## src/rtl/fat2_pkg.sv

```systemverilog
package fat2_pkg;

    localparam int DataW     = 16;
    localparam int DenW      = 17;
    localparam int QW        = 16;
    localparam int DivStages = 16;
    localparam int PmagW     = 14;
    localparam int SumW      = 17;

    localparam logic [DataW-1:0] CubicReset  = 16'd6433;
    localparam logic [DataW-1:0] LinearReset = 16'd32169;

    localparam logic signed [SumW-1:0] PiQuarter      = 17'sd6434;
    localparam logic signed [SumW-1:0] PiThreeQuarter = 17'sd19302;
    localparam logic signed [SumW-1:0] PiFull         = 17'sd25736;

    typedef enum logic {
        CFG_CUBIC  = 1'b0,
        CFG_LINEAR = 1'b1
    } t_cfg_idx;

    typedef struct packed {
        logic signed [DataW-1:0] y_value;
        logic signed [DataW-1:0] x_value;
    } t_in_beat;

    typedef struct packed {
        logic signed [DataW-1:0] angle;
        logic                    undefined;
    } t_out_beat;

    // Per-item flags that ride along the pipeline.
    typedef struct packed {
        logic undef;
        logic y_neg;
        logic base_hi;
        logic r_neg;
    } t_side;

endpackage

```

## src/rtl/fat2_div.sv

```systemverilog
module fat2_div import fat2_pkg::*; (
    input  logic            i_clk,
    input  logic            i_rst_n,
    input  logic            i_en,
    input  logic            i_vld,
    input  logic [DenW-1:0] i_mag,
    input  logic [DenW-1:0] i_den,
    input  t_side           i_side,
    output logic            o_vld,
    output logic [QW-1:0]   o_q,
    output t_side           o_side
);

    // One quotient bit per stage, most significant first.
    logic            r_vld  [DivStages];
    logic [QW-1:0]   r_rem  [DivStages];
    logic [DenW-1:0] r_den  [DivStages];
    logic [QW-1:0]   r_q    [DivStages];
    t_side           r_side [DivStages];

    logic [DenW-1:0] p_rem  [DivStages];
    logic [DenW-1:0] p_den  [DivStages];
    logic [QW-1:0]   p_q    [DivStages];
    t_side           p_side [DivStages];
    logic            w_ge   [DivStages];
    logic [DenW-1:0] w_diff [DivStages];
    logic [QW-1:0]   n_rem  [DivStages];
    logic [QW-1:0]   n_q    [DivStages];

    always_comb begin
        for (int k = 0; k < DivStages; k++) begin
            if (k == 0) begin
                p_rem[k]  = i_mag;
                p_den[k]  = i_den;
                p_q[k]    = '0;
                p_side[k] = i_side;
            end else begin
                p_rem[k]  = {r_rem[k-1], 1'b0};
                p_den[k]  = r_den[k-1];
                p_q[k]    = r_q[k-1];
                p_side[k] = r_side[k-1];
            end
            w_ge[k]   = p_rem[k] >= p_den[k];
            w_diff[k] = p_rem[k] - p_den[k];
            // remainder stays below the divisor, so 16 bits hold it
            n_rem[k]  = w_ge[k] ? w_diff[k][QW-1:0] : p_rem[k][QW-1:0];
            n_q[k]    = p_q[k];
            n_q[k][QW-1-k] = w_ge[k];
        end
    end

    always_ff @(posedge i_clk) begin
        if (!i_rst_n) begin
            for (int k = 0; k < DivStages; k++) begin
                r_vld[k] <= 1'b0;
            end
        end else if (i_en) begin
            r_vld[0] <= i_vld;
            for (int k = 1; k < DivStages; k++) begin
                r_vld[k] <= r_vld[k-1];
            end
        end
    end

    always_ff @(posedge i_clk) begin
        if (i_en) begin
            for (int k = 0; k < DivStages; k++) begin
                r_rem[k]  <= n_rem[k];
                r_den[k]  <= p_den[k];
                r_q[k]    <= n_q[k];
                r_side[k] <= p_side[k];
            end
        end
    end

    assign o_vld  = r_vld[DivStages-1];
    assign o_q    = r_q[DivStages-1];
    assign o_side = r_side[DivStages-1];

endmodule

```

## src/rtl/fat2_poly.sv

```systemverilog
module fat2_poly import fat2_pkg::*; (
    input  logic             i_clk,
    input  logic             i_rst_n,
    input  logic             i_en,
    input  logic             i_vld,
    input  logic [QW-1:0]    i_q,
    input  t_side            i_side,
    input  logic [DataW-1:0] i_cubic,
    input  logic [DataW-1:0] i_linear,
    output logic             o_vld,
    output logic [PmagW-1:0] o_pmag,
    output logic             o_pneg,
    output t_side            o_side
);

    logic [2*QW-1:0] w_qq;
    logic [2*QW-1:0] w_at;
    logic signed [QW:0] w_d;
    logic [QW:0]     w_dabs;
    logic [2*QW-1:0] w_m;

    logic             r1_vld, r2_vld, r3_vld, r4_vld;
    logic [QW-1:0]    r1_r2, r1_q;
    logic [QW-1:0]    r2_t, r2_q;
    logic [QW-1:0]    r3_dmag, r3_q;
    logic             r3_pneg, r4_pneg;
    logic [PmagW-1:0] r4_pmag;
    t_side            r1_side, r2_side, r3_side, r4_side;

    assign w_qq   = (2*QW)'(i_q) * (2*QW)'(i_q);
    assign w_at   = (2*QW)'(i_cubic) * (2*QW)'(r1_r2);
    assign w_d    = $signed({1'b0, r2_t}) - $signed({1'b0, i_linear});
    assign w_dabs = w_d[QW] ? (QW+1)'(0) - w_d : w_d;
    assign w_m    = (2*QW)'(r3_dmag) * (2*QW)'(r3_q);

    always_ff @(posedge i_clk) begin
        if (!i_rst_n) begin
            r1_vld <= 1'b0;
            r2_vld <= 1'b0;
            r3_vld <= 1'b0;
            r4_vld <= 1'b0;
        end else if (i_en) begin
            r1_vld <= i_vld;
            r2_vld <= r1_vld;
            r3_vld <= r2_vld;
            r4_vld <= r3_vld;
        end
    end

    always_ff @(posedge i_clk) begin
        if (i_en) begin
            // r squared, Q1.15
            r1_r2   <= w_qq[2*QW-2:QW-1];
            r1_q    <= i_q;
            r1_side <= i_side;
            // A times r squared, Q1.15
            r2_t    <= w_at[2*QW-2:QW-1];
            r2_q    <= r1_q;
            r2_side <= r1_side;
            // subtract B, split into sign and magnitude
            r3_dmag <= w_dabs[QW-1:0];
            r3_pneg <= w_d[QW] ^ r2_side.r_neg;
            r3_q    <= r2_q;
            r3_side <= r2_side;
            // scale the product down to a Q1.13 magnitude, truncated toward zero
            r4_pmag <= w_m[2*QW-2:2*QW-1-PmagW];
            r4_pneg <= r3_pneg;
            r4_side <= r3_side;
        end
    end

    assign o_vld  = r4_vld;
    assign o_pmag = r4_pmag;
    assign o_pneg = r4_pneg;
    assign o_side = r4_side;

endmodule

```

## src/rtl/fast_atan2_approximation.sv

```systemverilog
// Pipeline: an accepted input beat passes 1 front stage, 16 divider stages,
//   4 polynomial stages and 1 output register on its way to the output beat.
// Throughput: one beat per cycle; the whole pipeline advances whenever the output
//   register is empty or being taken, so a stall holds every stage in place.
// Reset: synchronous, active low; clears all valid bits and loads the coefficient
//   registers with their defaults (A = 6433, B = 32169).
module fast_atan2_approximation import fat2_pkg::*; (
    input  logic             i_clk,
    input  logic             i_rst_n,
    input  logic             i_in_valid,
    output logic             o_in_ready,
    input  t_in_beat         i_in_data,
    output logic             o_out_valid,
    input  logic             i_out_ready,
    output t_out_beat        o_out_data,
    input  logic             i_cfg_we,
    input  t_cfg_idx         i_cfg_idx,
    input  logic [DataW-1:0] i_cfg_data
);

    // Pipeline advance: the output register is free or drains this cycle.
    logic w_en;

    // Coefficients
    logic [DataW-1:0] r_cubic;
    logic [DataW-1:0] r_linear;

    // Front stage: ratio numerator and denominator
    logic signed [DenW:0] w_y, w_x, w_ay, w_num, w_den, w_mag;
    t_side                w_side;
    logic                 r_f_vld;
    logic [DenW-1:0]      r_f_mag;
    logic [DenW-1:0]      r_f_den;
    t_side                r_f_side;

    // Divider and polynomial outputs
    logic                 w_div_vld;
    logic [QW-1:0]        w_div_q;
    t_side                w_div_side;
    logic                 w_poly_vld;
    logic [PmagW-1:0]     w_pmag;
    logic                 w_pneg;
    t_side                w_poly_side;

    // Final stage
    logic signed [SumW-1:0] w_p, w_base, w_sum, w_clip, w_ang;
    t_out_beat              n_out;
    logic                   r_out_valid;
    t_out_beat              r_out;

    assign w_en       = !r_out_valid || i_out_ready;
    assign o_in_ready = w_en;

    // Write a coefficient; an index with no register behind it cannot occur.
    always_ff @(posedge i_clk) begin
        if (!i_rst_n) begin
            r_cubic  <= CubicReset;
            r_linear <= LinearReset;
        end else if (i_cfg_we) begin
            unique case (i_cfg_idx)
                CFG_CUBIC:  r_cubic  <= i_cfg_data;
                CFG_LINEAR: r_linear <= i_cfg_data;
            endcase
        end
    end

    // Fold the vector into the first or second quadrant by |y|, then form
    // r = num / den with |num| <= den. x >= 0 takes base pi/4, else 3pi/4.
    always_comb begin
        w_y  = (DenW+1)'(i_in_data.y_value);
        w_x  = (DenW+1)'(i_in_data.x_value);
        w_ay = w_y[DenW] ? -w_y : w_y;
        if (!w_x[DenW]) begin
            w_num = w_x - w_ay;
            w_den = w_x + w_ay;
        end else begin
            w_num = w_x + w_ay;
            w_den = w_ay - w_x;
        end
        w_mag          = w_num[DenW] ? -w_num : w_num;
        w_side.undef   = (i_in_data.y_value == '0) && (i_in_data.x_value == '0);
        w_side.y_neg   = i_in_data.y_value[DataW-1];
        w_side.base_hi = i_in_data.x_value[DataW-1];
        w_side.r_neg   = w_num[DenW];
    end

    always_ff @(posedge i_clk) begin
        if (!i_rst_n) begin
            r_f_vld <= 1'b0;
        end else if (w_en) begin
            r_f_vld <= i_in_valid;
        end
    end

    always_ff @(posedge i_clk) begin
        if (w_en) begin
            r_f_mag  <= w_mag[DenW-1:0];
            r_f_den  <= w_den[DenW-1:0];
            r_f_side <= w_side;
        end
    end

    // Restoring divider: 16 compare-subtract stages give the Q1.15 magnitude of r.
    fat2_div u_div (
        .i_clk   (i_clk),
        .i_rst_n (i_rst_n),
        .i_en    (w_en),
        .i_vld   (r_f_vld),
        .i_mag   (r_f_mag),
        .i_den   (r_f_den),
        .i_side  (r_f_side),
        .o_vld   (w_div_vld),
        .o_q     (w_div_q),
        .o_side  (w_div_side)
    );

    // Cubic term (A*r*r - B)*r as sign and magnitude, a multiplier in every stage but the subtract.
    fat2_poly u_poly (
        .i_clk    (i_clk),
        .i_rst_n  (i_rst_n),
        .i_en     (w_en),
        .i_vld    (w_div_vld),
        .i_q      (w_div_q),
        .i_side   (w_div_side),
        .i_cubic  (r_cubic),
        .i_linear (r_linear),
        .o_vld    (w_poly_vld),
        .o_pmag   (w_pmag),
        .o_pneg   (w_pneg),
        .o_side   (w_poly_side)
    );

    // Add the base, saturate to plus or minus pi, mirror for negative y.
    // Both inputs zero: drop the angle to 0 and flag it.
    always_comb begin
        w_p    = w_pneg ? -$signed(SumW'(w_pmag)) : $signed(SumW'(w_pmag));
        w_base = w_poly_side.base_hi ? PiThreeQuarter : PiQuarter;
        w_sum  = w_base + w_p;
        if (w_sum > PiFull) begin
            w_clip = PiFull;
        end else if (w_sum < -PiFull) begin
            w_clip = -PiFull;
        end else begin
            w_clip = w_sum;
        end
        w_ang = w_poly_side.y_neg ? -w_clip : w_clip;
        if (w_poly_side.undef) begin
            n_out.angle     = '0;
            n_out.undefined = 1'b1;
        end else begin
            n_out.angle     = w_ang[DataW-1:0];
            n_out.undefined = 1'b0;
        end
    end

    always_ff @(posedge i_clk) begin
        if (!i_rst_n) begin
            r_out_valid <= 1'b0;
        end else if (w_en) begin
            r_out_valid <= w_poly_vld;
        end
    end

    always_ff @(posedge i_clk) begin
        if (w_en) begin
            r_out <= n_out;
        end
    end

    assign o_out_valid = r_out_valid;
    assign o_out_data  = r_out;

endmodule

```

## config.mk

```make
export PLATFORM = sky130hd
export DESIGN_NAME = fast_atan2_approximation
export DESIGN_NICKNAME = d
export VERILOG_FILES = /design/src/rtl/fat2_pkg.sv /design/src/rtl/fat2_div.sv /design/src/rtl/fat2_poly.sv /design/src/rtl/fast_atan2_approximation.sv
export SDC_FILE = /design/constraint.sdc
export NUM_CORES = 2
export LEC_CHECK = 0
export BUFFER_PORTS_ARGS = -buffer_cell sky130_fd_sc_hd__buf_2
export CAP_MARGIN = 20
export CORE_ASPECT_RATIO = 1.1
export CORE_UTILIZATION = 35
export DETAILED_ROUTE_END_ITERATION = 7
export PLACE_DENSITY = 0.56
export SYNTH_ARGS = -nofsm -noshare
export SYNTH_HDL_FRONTEND = slang
export SYNTH_SLANG_ARGS = --single-unit
```

## constraint.sdc

```tcl
create_clock -name i_clk -period 38 [get_ports i_clk]
set_input_delay 7.6 -clock i_clk [delete_from_list [all_inputs] [get_ports i_clk]]
set_output_delay 7.6 -clock i_clk [all_outputs]
set_load 0.01 [all_outputs]
```

Yosys cells after proc, flatten, opt, wreduce, memory -nomap -nowiden:

Memories as Yosys holds them, arrays and structs flattened. A register that Yosys moved wholly into a read port is not among the register bits.
Cells that the tools add are included.

* register bits after elaboration: 214
* memory bits (writable): 864
* input bits: 54
* logic and storage cells: 160
* memories kept: 5

* add/sub/neg operators: 26
* multiply operators: 3
* order comparisons: 18
* multiplexer cells: 48
* bitwise gates (word level): 18
* reductions and logical operators: 8

Memory list
* u_div.r_den: depth 16, bits a word 17, rd ports 15, clocked after Yosys merged registers in 0, write ports 16, line fat2_div.sv:17 `logic [DenW-1:0] r_den [DivStages];`
* u_div.r_q: depth 16, bits a word 16, rd ports 16, clocked after Yosys merged registers in 0, write ports 16, line fat2_div.sv:18 `logic [QW-1:0] r_q [DivStages];`
* u_div.r_rem: depth 16, bits a word 16, rd ports 15, clocked after Yosys merged registers in 0, write ports 16, line fat2_div.sv:16 `logic [QW-1:0] r_rem [DivStages];`
* u_div.r_side: depth 16, bits a word 4, rd ports 16, clocked after Yosys merged registers in 1, write ports 16, line fat2_div.sv:19 `t_side r_side [DivStages];`
* u_div.r_vld: depth 16, bits a word 1, rd ports 16, clocked after Yosys merged registers in 1, write ports 16, line fat2_div.sv:15 `logic r_vld [DivStages];`

Operator list (number)
* $mux W16: 20
* $ge A17 B17 Y1: 16
* $sub A16 B16 Y16: 16
* $mul A16 B16 Y31: 3
* $mux W17: 3
* $mux W18: 2
* $logic_not A16 Y1: 2
* $mux W1: 22
* $add A16 B18 Y18: 1
* $neg A16 Y18: 1
* $sub A16 B18 Y18: 1
* $add A16 B17 Y17: 1
* $gt A17 B16 Y1 const B: 1
* $lt A17 B16 Y1 const B: 1
* $neg A14 Y17: 1
* $neg A17 Y17: 1
* $sub A16 B16 Y17: 1
* $sub A17 B16 Y17: 1
* $neg A16 Y16: 1
* $or A1 B1 Y1: 16
* $sub A1 B16 Y16 const A: 1
* $mux W15: 1
* $reduce_and A2 Y1: 2
* $logic_not A1 Y1: 2
* 4 further kinds: 4

Longest topological paths before layout:

* word-level depth: 8
* mapped depth: 28
* mapped depth without buffers: 26

Cells and area by module:

From an unflattened synthesis, not the netlist that was laid out.

* cell total of the unflattened synthesis: 6551
* area total of the unflattened synthesis: 72091.6 µm²

By module, submodules not included
* fat2_div: instances 1, cells each 2782, area an instance 36522.5 µm²
* fat2_poly: instances 1, cells each 2821, area an instance 27520.1 µm²
* fast_atan2_approximation: instances 1, cells each 948, area an instance 8049.0 µm²

Worst setup path after synthesis:

Ideal clock, no wire load.

* path type: input port to output port
* start: input port i_out_ready
* end: output port o_in_ready
* arrival: 31.708 ns
* setup slack: -1.308 ns
* stages: 4
* cell sequence: nor2b_1 -> clkbuf_1 -> inv_1 -> clkbuf_1

* longest elaborated chain between the ends: 1

Ends and longest elaborated chain
* start, declared: line fast_atan2_approximation.sv:14 `input logic i_out_ready,`
* $logic_or A1 B1 Y1: line fast_atan2_approximation.sv:51 `assign w_en = !r_out_valid || i_out_ready;`
* end, declared: line fast_atan2_approximation.sv:11 `output logic o_in_ready,`

No other way between the ends.

Worst setup path after layout:

Ends and elaborated chain as after synthesis.

==> reports/qor.csv <==
stage,metric,value,unit
worst_setup_path,crit_chain,buf_2 -> nor2b_1 -> buf_4 -> inv_8 -> buf_2,
synth,syn_area,71200,um^2
synth,yosys_warnings,0,
floorplanning,ios,73,
sta,rsz0062_at_grt,false,
floorplanning,die_w,432,um
routing,dr.first_iter.drc_count,1909,
cts,cts_made_buffers,104,
routing,wirelength,146000,um
worst_setup_path,path_buf_inv,4,
synth,synth-simple-area-share,0.119,
synth,synth_seq_area_share,0.385,
cts,hold_buffers,0,
layout,drive_above_1_share,0.0772,
synth,synth-edff-count,882,
sta,worst_slew_pin_slew,1.24,ns
synth,synth.avg_cell_area,10.8,um^2
sta,fin_crit_sh,0.433,
floorplanning,num_rows,173,
placement,dpl.hpwl,109000,um
placement,io_buffers,72,
run,drv_cap,0,
run_status,status,"complete, no violations",
worst_setup_path,r2r_start,u_div.r_q[1][121]$_DFFE_PN_,
global_routing,grt_max_degree,206,
worst_setup_path,path_class,in2out,
worst_setup_path,regToRegSetupSlack,29.92,ns
worst_setup_path,reg2regPathDepth,21,
hold_path,worstHoldPathType,reg2reg,
synth,postSynthCellCount,6567,
worst_setup_path,slowest_stage,inv_8,
routing,wl_per_cell,15.4,um
sta,slew_headroom,0.162,
synth,synth_mux_area_frac,0.0366,
routing,firstDrtPassIters,5,
synth,ys_ff_latch,929,
cts,root_buffer,clkbuf_16,
routing,ant_nets,0,
cts,cts.path.max_buffers,3,
global_routing,track_usage,0.144,
sta,min_period,16.44,ns
floorplanning,die_area,205000,um^2
cts,cts_resized,0,
global_routing,grt_pass1_vias,47375,
global_routing,grt_pass1_wl,240000,um
synth,synth-compound-area-share,0.0829,
worst_setup_path,cp_common_cell,buf_2,
worst_setup_path,cp_max_fo,88,
routing,num_vias,45433,
synth,synth_fa_ha_area_frac,0.272,
sta,setup_violations,0,
cts,clkLatencyLatePin,0.73,ns
sta,setup_tns,0,ns
cts,htreeDepth,3,
cts,path_clk_slew,0.06,ns
synth,synth_cell_type_count,104,
hold_path,hold_end,u_div.r_q[1][53]$_DFFE_PN_,
global_routing,gr-total-overflow,0,
layout,layout.nets,7883,
routing,vias_per_cell,4.82,
synth,async_reset_ff_frac,0,
floorplanning,coreArea,202000,um^2
worst_setup_path,slowest_delay,0.51,ns
worst_setup_path,end_kind,output port,
worst_setup_path,cp.arrival,8.84,ns
hold_path,hold_path_depth,0,
worst_setup_path,startpoint_type,input pin,
sta,fmax,0.0608,GHz
cts,numClockSinks,929,
global_routing,antenna_found_initial,4,
sta,hold_viol,0,
hold_path,min_from,u_div.r_q[1][37]$_DFFE_PN_,
sta,slew_violations,0,
synth,synth_top_family_by_area,adder cells,
layout,synthToLayoutAreaGrowth,9.67,%
synth,synth_nets,7827,
placement,pre_cts_slack,21.49,ns
cts,post-cts-setup-buffers,0,
worst_setup_path,crit_family,buffers and inverters,
synth,synth_xor_area_frac,0.0356,
worst_setup_path,r2r-end,u_poly.r1_r2[15]$_DFFE_PN_,
routing,drcViolationCount,0,
cts,cts_tree,yes,
synth,synth_flop_cell,edfxtp_1,
floorplanning,die_y,475,um
sta,layout_setup_ws,21.56,ns
worst_setup_path,crit_required,30.40,ns
floorplanning,initial_core_util,0.352,
sta,finClkSkew,0.0501,ns
placement,gp_congestion,0.871,
worst reg2reg max path, delay by kind of cell, from the launching register on:
family / cells / cell delay (ns)
AOI/OAI and AO/OA: 6 / 2.46
xor gates and xnor gates: 1 / 0.14
adders and majority gates: 7 / 3.34
buffers and inverters: 3 / 0.16
DFF: 1 / 0.94
and+or+nand+nor: 4 / 0.82
layout make-up:
type / count / area (um^2)
multi-input cells: 4348 / 38900
inverters: 1130 / 4250
fillers: 19492 / 124000
well taps: 2712 / 3390
clock buffers: 126 / 2730
diodes: 3 / 7.51
clock inverters: 66 / 579
repair buffers: 110 / 729
flip-flops and latches: 929 / 27400
cell usage after synthesis, types with 19 or more instances:
| library cell | n | area [um^2] |
|---|---|---|
| a211oi_1 | 29 | 218 |
| a21boi_0 | 95 | 713 |
| a21o_1 | 65 | 488 |
| a21oi_1 | 163 | 816 |
| a31oi_1 | 33 | 206 |
| and2_1 | 305 | 1910 |
| and3_1 | 44 | 275 |
| clkbuf_1 | 145 | 544 |
| dfxtp_1 | 47 | 941 |
| edfxtp_1 | 882 | 26500 |
| fa_1 | 569 | 11400 |
| ha_1 | 637 | 7970 |
| inv_1 | 1129 | 4240 |
| mux2_2 | 206 | 2320 |
| mux2i_1 | 27 | 270 |
| nand2_1 | 623 | 2340 |
| nand2b_1 | 53 | 332 |
| nand3_1 | 67 | 335 |
| nand4_1 | 49 | 307 |
| nor2_1 | 344 | 1290 |
| nor2b_1 | 76 | 475 |
| nor3_1 | 114 | 571 |
| o211ai_1 | 27 | 203 |
| o21a_1 | 44 | 330 |
| o21ai_0 | 181 | 906 |
| o31ai_1 | 20 | 150 |
| or3_1 | 19 | 119 |
| xnor2_1 | 215 | 1880 |
| xor2_1 | 70 | 613 |
layer usage:
layer,vias to the layer above,track usage,wire [um]
met5,-,0,0
met4,0,0.0504,4330
met3,239,0.0166,4430
met2,646,0.270,76400
met1,22329,0.166,60300
li1,22219,-,-
state kept, by name, summed over array words and instances, names as in the netlist, 14 cells and up:
signal / flops
r_f_den: 16
u_poly.r1_q: 16
u_div.r_side: 64
u_poly.r2_t: 16
u_poly.r2_q: 16
r_f_mag: 17
u_div.r_den: 255
u_div.r_rem: 240
r_cubic: 16
u_poly.o_pmag: 14
r_linear: 16
o_out_data: 17
u_poly.r3_dmag: 16
u_poly.r1_r2: 16
u_poly.r3_q: 16
u_div.r_q: 136
u_div.r_vld: 16
cells by family after synthesis:
| kind of cell | count (synthesis) |
|---|---|
| and+or+nand+nor | 1763 |
| AOI/OAI and AO/OA | 856 |
| DFF | 929 |
| muxes | 234 |
| adders and majority gates | 1206 |
| buffers and inverters | 1290 |
| xor gates and xnor gates | 287 |
| other | 2 |
how the worst max path moves through the flow:
stage	startpoint	to	slack, ns	cells after the start
global placement	i_out_ready	o_in_ready	21.49	5
CTS	i_out_ready	o_in_ready	21.49	5
global route	i_out_ready	o_in_ready	21.48	5
finish	i_out_ready	o_in_ready	21.56	5
detailed placement	i_out_ready	o_in_ready	21.49	5
floorplan	i_out_ready	o_in_ready	11.41	4
through the flow:
step / instance area (um^2) / hold slack, ns / cells / utilization
final: 78000 / 0.383 / 9424 / 0.386
after global routing: 78000 / 0.379 / 9424 / 0.386
after CTS: 77900 / 0.381 / 9415 / 0.386
after detailed placement: 74600 / 0.405 / 9223 / 0.370
after global placement: 74600 / 0.401 / 9223 / 0.370
after floorplan: 71200 / 0.400 / 6567 / -
cells in the final DEF, fill, tap and decap left out, drive strengths merged, types with 95 or more instances in the layout:
master | Yosys | layout
a21boi | 95 | 95
a21oi | 164 | 164
and2 | 305 | 305
buf | 15 | 110
clkbuf | 145 | 126
edfxtp | 882 | 882
fa | 569 | 569
ha | 637 | 637
inv | 1129 | 1135
mux2 | 207 | 207
nand2 | 624 | 624
nor2 | 345 | 345
nor3 | 115 | 115
o21ai | 188 | 188
xnor2 | 216 | 216
Power is not shown: default switching activity piles up to over one toggle a cycle in this logic, so the estimate is an artifact.
